[config.mk]
export PLATFORM = sky130hd
export DESIGN_NAME = vrcs_div
export DESIGN_NICKNAME = d
export VERILOG_FILES = /design/src/vrcs_pkg.sv /design/src/vrcs_div.sv
export SDC_FILE = /design/constraint.sdc
export NUM_CORES = 2
export LEC_CHECK = 0
export BUFFER_PORTS_ARGS = -buffer_cell sky130_fd_sc_hd__buf_2
export CORE_ASPECT_RATIO = 1.5
export CORE_UTILIZATION = 46
export CTS_CLUSTER_SIZE = 20
export DETAILED_ROUTE_END_ITERATION = 6
export GPL_ROUTABILITY_DRIVEN = 0
export HOLD_SLACK_MARGIN = 0.1
export PLACE_DENSITY_LB_ADDON = 0.2
export REMOVE_ABC_BUFFERS = 1
export SLEW_MARGIN = 10
export SYNTH_ARGS = -nofsm -noshare
export SYNTH_HDL_FRONTEND = slang
export SYNTH_SLANG_ARGS = --single-unit
[constraint.sdc]
create_clock -name clock -period 3.92 [get_ports clock]
set_clock_uncertainty 0.1 [all_clocks]
set_input_delay 0.196 -clock clock [delete_from_list [all_inputs] [get_ports clock]]
set_output_delay 0.196 -clock clock [all_outputs]
set_load 0.005 [all_outputs]
[src/vrcs_pkg.sv]
// ----------------------------------------------------------------------------
// vrcs_pkg
// Shared widths and types for the voxel ray cell step pipeline.
// ----------------------------------------------------------------------------
package vrcs_pkg;

   localparam int FRAC_BITS = 16;
   localparam int POS_W     = 32;
   localparam int HEAD_W    = 18;
   // distance to the next side is at most 2^(2*FRAC_BITS); one quotient bit per stage
   localparam int QUO_W     = 2 * FRAC_BITS + 1;
   localparam int TRAVEL_W  = 33;
   localparam int SIDE_W    = POS_W + 2;
   localparam int PROD_W    = HEAD_W + QUO_W + 1;
   localparam int SUM_W     = PROD_W - FRAC_BITS + 1;

   typedef struct packed {
      logic signed [POS_W-1:0]  pos;
      logic signed [HEAD_W-1:0] head;
      logic signed [SIDE_W-1:0] side;
   } axis_type;

endpackage

[src/vrcs_div.sv]
// ----------------------------------------------------------------------------
// vrcs_div
// Pipelined restoring divider, one quotient bit per stage, QUO_W stages.
// ----------------------------------------------------------------------------
module vrcs_div import vrcs_pkg::*; (
   input  logic              clock,
   input  logic              enable,
   input  logic [QUO_W-1:0]  num,
   input  logic [HEAD_W-1:0] den,
   output logic [QUO_W-1:0]  quo
);

   logic [HEAD_W-1:0] rem_ff [QUO_W];
   logic [HEAD_W-1:0] den_ff [QUO_W];
   logic [QUO_W-1:0]  num_ff [QUO_W];
   logic [QUO_W-1:0]  quo_ff [QUO_W];

   for (genvar s = 0; s < QUO_W; s++) begin : g_stage
      logic [HEAD_W-1:0] rem_src;
      logic [HEAD_W-1:0] den_src;
      logic [QUO_W-1:0]  num_src;
      logic [QUO_W-1:0]  quo_src;
      logic [HEAD_W:0]   trial;
      logic [HEAD_W+1:0] diff;

      if (s == 0) begin : g_first
         assign rem_src = '0;
         assign den_src = den;
         assign num_src = num;
         assign quo_src = '0;
      end else begin : g_next
         assign rem_src = rem_ff[s-1];
         assign den_src = den_ff[s-1];
         assign num_src = num_ff[s-1];
         assign quo_src = quo_ff[s-1];
      end

      assign trial = {rem_src, num_src[QUO_W-1-s]};
      assign diff  = {1'b0, trial} - {2'b00, den_src};

      always_ff @(posedge clock) begin
         if (enable) begin
            rem_ff[s] <= diff[HEAD_W+1] ? trial[HEAD_W-1:0] : diff[HEAD_W-1:0];
            den_ff[s] <= den_src;
            num_ff[s] <= num_src;
            quo_ff[s] <= {quo_src[QUO_W-2:0], ~diff[HEAD_W+1]};
         end
      end
   end

   assign quo = quo_ff[QUO_W-1];

endmodule

==> metrics.cfg <==
[worst_setup_path]
r2r_start = rem_ff[0][414]$_DFFE_PP_
regToRegSetupSlack_ns = 0.15
critPathRequiredTime_ns = 4.41
critPathKind = flop to flop
critPathArrivalTime_ns = 4.26
worstPathMaxFanout = 18
critPathCaptureType = flop
reg2reg_to = rem_ff[0][444]$_DFFE_PP_
start_kind = flop
reg2reg_depth = 12

[synth]
ys_seq_area_share_pct = 67.2
synth_area_leaders = edfxtp_1, ha_1, inv_1, mux2_2, a21oi_1
synthArstFlopShare_pct = 0
synth_top_cell_area_share_pct = 67.2
syn_area_um2 = 100000
ys_seq_elements = 2241
synthMuxAreaShare_pct = 2.79
yosys.area_share.simple_pct = 6.08
synth_largest_area_cell = edfxtp_1
synth_top_family_by_area = compound AO/OA/AOI/OAI gates
postSynthAreaPerCell_um2 = 14.1
synthXorXnorAreaFrac_pct = 3.52
synth_ff_type = edfxtp_1
yosys_warnings = 0
synthAdderAreaFrac_pct = 7.83
synth_compound_area_share_pct = 9.32
netlist_instances = 7121
synth_edf_count = 2241
ys_types = 92

[timing]
setup_slack_ns = 0.155
rsz0062_at_grt = false
fin_crit_sh_pct = 96.1
period_needed_ns = 3.77
setup_viol = 0
worstMarginPinSlew_ns = 0.858
setup-tns-final_ns = 0
drv_slew = 0
final_hold_viol_count = 0
fmaxAchievable_mhz = 266
maxSlewHeadroom_pct = 42.8

[global_route]
gr-total-overflow = 0
grt_pass1_vias = 59700
grt_pass1_wl_um = 293000
antenna_found_initial = 2
grt_max_degree = 119
grt_use_total_pct = 16.8

[placed_design]
dp_slack_ns = -0.327
dpl.cell_count = 10200
dp_hpwl_um = 131000
portBuffers = 85

[detailed_routing]
vias = 56400
wl_per_cell_um = 17.4
first_pass_iters = 7
ant_nets = 0
drc = 12
vias_per_cell = 5.28
routed_wl_um = 186000
drtIter0Drc = 2501

[clock_tree]
clock-sinks = 2241
numCtsBuffers = 220
clk_pin_slew_worst_paths_ns = 0.06
ctsRootBufferMaster = clkbuf_16
htree_levels = 4
clk-insertion-delay-late_ns = 0.90
cts_tree = done
post_cts_buffers = 0
clockBufferDepth = 4

[floorplanning]
die_h_um = 573
initial_core_util_pct = 46.3
pin_count = 86
num_rows = 209
dieArea_um2 = 220000
dieWidth_um = 383
core_area_um2 = 216000

[pwr]
p_leak_nw = 44.3
power.density_nw_per_um2 = 767
power.total_w = 0.0873
vdd_ir_drop_max_uv = 430

[worst_hold_path]
hp-class = flop to flop
hold_start = num_ff[0][16]$_DFFE_PP_
min_path_cells = 0
hold-path-endpoint = num_ff[0][49]$_DFFE_PP_

[job]
maxCapViolations = 0

[finish]
fin_cells = 10700
fin_nets = 8305
area_growth_pct = 13.6
drive_above_1_share_pct = 11.5

[status]
violations = DRC
outcome = finished, violations left

-- worst max-delay path, cell delays in order, from the launching register on --
cell and delay (ns):
edfxtp_1 0.45, ha_1 0.31, nor2b_1 0.12, o21ai_0 0.15
a2111oi_1 0.52, buf_4 0.21, o311a_1 0.26, o211ai_1 0.19
a21boi_0 0.38, o21ai_1 0.16, nand2_2 0.12, buf_12 0.17
mux2_2 0.35
-- power by group --
part           switching (W)  internal, W  leakage (nW)
clock                0.00894       0.0117          3.40
sequential           0.00229       0.0329          21.9
combinational         0.0171       0.0144          19.0
total                 0.0283       0.0590          44.3
-- synthesized netlist by cell type, drive strengths merged (8+ instances only) --
| master | number |
|---|---|
| a2111oi | 13 |
| a211o | 13 |
| a211oi | 67 |
| a21boi | 23 |
| a21o | 159 |
| a21oi | 429 |
| a22o | 18 |
| a31o | 15 |
| a31oi | 53 |
| a41o | 10 |
| and2 | 18 |
| and3 | 60 |
| buf | 37 |
| clkbuf | 47 |
| edfxtp | 2241 |
| fa | 31 |
| ha | 577 |
| inv | 750 |
| mux2 | 223 |
| mux2i | 26 |
| nand2 | 348 |
| nand2b | 73 |
| nand3 | 77 |
| nand4 | 28 |
| nor2 | 456 |
| nor2b | 64 |
| nor3 | 108 |
| nor4 | 13 |
| o211ai | 17 |
| o21a | 67 |
| o21ai | 380 |
| o21ba | 10 |
| o21bai | 53 |
| o221ai | 14 |
| o311ai | 17 |
| o31a | 8 |
| o31ai | 32 |
| o41ai | 19 |
| or2 | 10 |
| or3 | 32 |
| xnor2 | 234 |
| xor2 | 168 |
-- stage by stage --
step / area, um^2 / util [%] / hold slack (ns)
floorplan: 99700 / - / 0.195
global route: 114000 / 52.6 / 0.295
CTS: 114000 / 52.6 / 0.287
finish: 114000 / 52.6 / 0.283
detailed placement: 106000 / 48.9 / 0.274
global placement: 106000 / 48.9 / 0.273
-- how the worst max path moves through the flow --
stage / cells after the start / start / end
3_5_place_dp: 9 / rem_ff[0][186]$_DFFE_PP_ / rem_ff[0][199]$_DFFE_PP_
3_3_place_gp: 9 / rem_ff[0][186]$_DFFE_PP_ / rem_ff[0][199]$_DFFE_PP_
6_report: 12 / rem_ff[0][414]$_DFFE_PP_ / rem_ff[0][444]$_DFFE_PP_
2_1_floorplan: 9 / rem_ff[0][329]$_DFFE_PP_ / rem_ff[0][343]$_DFFE_PP_
4_1_cts: 13 / num_ff[0][895]$_DFFE_PP_ / rem_ff[0][518]$_DFFE_PP_
5_1_grt: 13 / num_ff[0][127]$_DFFE_PP_ / rem_ff[0][88]$_DFFE_PP_
-- registers in the layout (all words and copies together), names as in the netlist --
name,flops
den_ff,576
quo_ff,561
rem_ff,576
num_ff,528
-- metal layers --
layer / global-route usage [%] / wire [um]
met2: 35.6 / 111000
met5: 0 / 0
met3: 2.51 / 5590
met4: 9.34 / 10600
met1: 13.9 / 58900
-- placed cells by master, fill, tap and decap left out, types with 99 or more instances in the layout --
cell type and count:
a21o_1 159, a21oi_1 428, buf_4 149, clkbuf_16 222
dlygate4sd3_1 103, edfxtp_1 2241, ha_1 577, inv_1 750
mux2_2 216, nand2_1 347, nor2_1 453, nor3_1 99
o21ai_0 366, xnor2_1 234, xor2_1 168
-- timing repair --
item / 4_1_cts / 5_1_grt
gates resized for setup: 3 / 11
setup endpoints to repair: 21 / 16
cloned: 0 / 0
hold buffers: 103 / 0
endpoints found under the hold margin: 495 / 0
pin swaps: 0 / 1
-- cells by family after synthesis --
kind of cell,after synthesis
XOR/XNOR,402
flip-flops,2241
adder cells (fa/ha/maj),608
AO/OA/AOI/OAI,1469
other,1
multiplexers,249
AND/OR/NAND/NOR,1313
buffers and inverters,838
-- cell type report --
class / count / area (um^2)
Antenna cell: 2 / 5.00
Clock buffer: 256 / 5680
Clock inverter: 142 / 1260
Fill cell: 17400 / 102000
Inverter: 752 / 2820
Multi-Input combinational cell: 4049 / 29700
Sequential cell: 2241 / 67300
Tap cell: 2848 / 3560
Timing Repair Buffer: 380 / 3450
(Power assumes the default switching activity.)
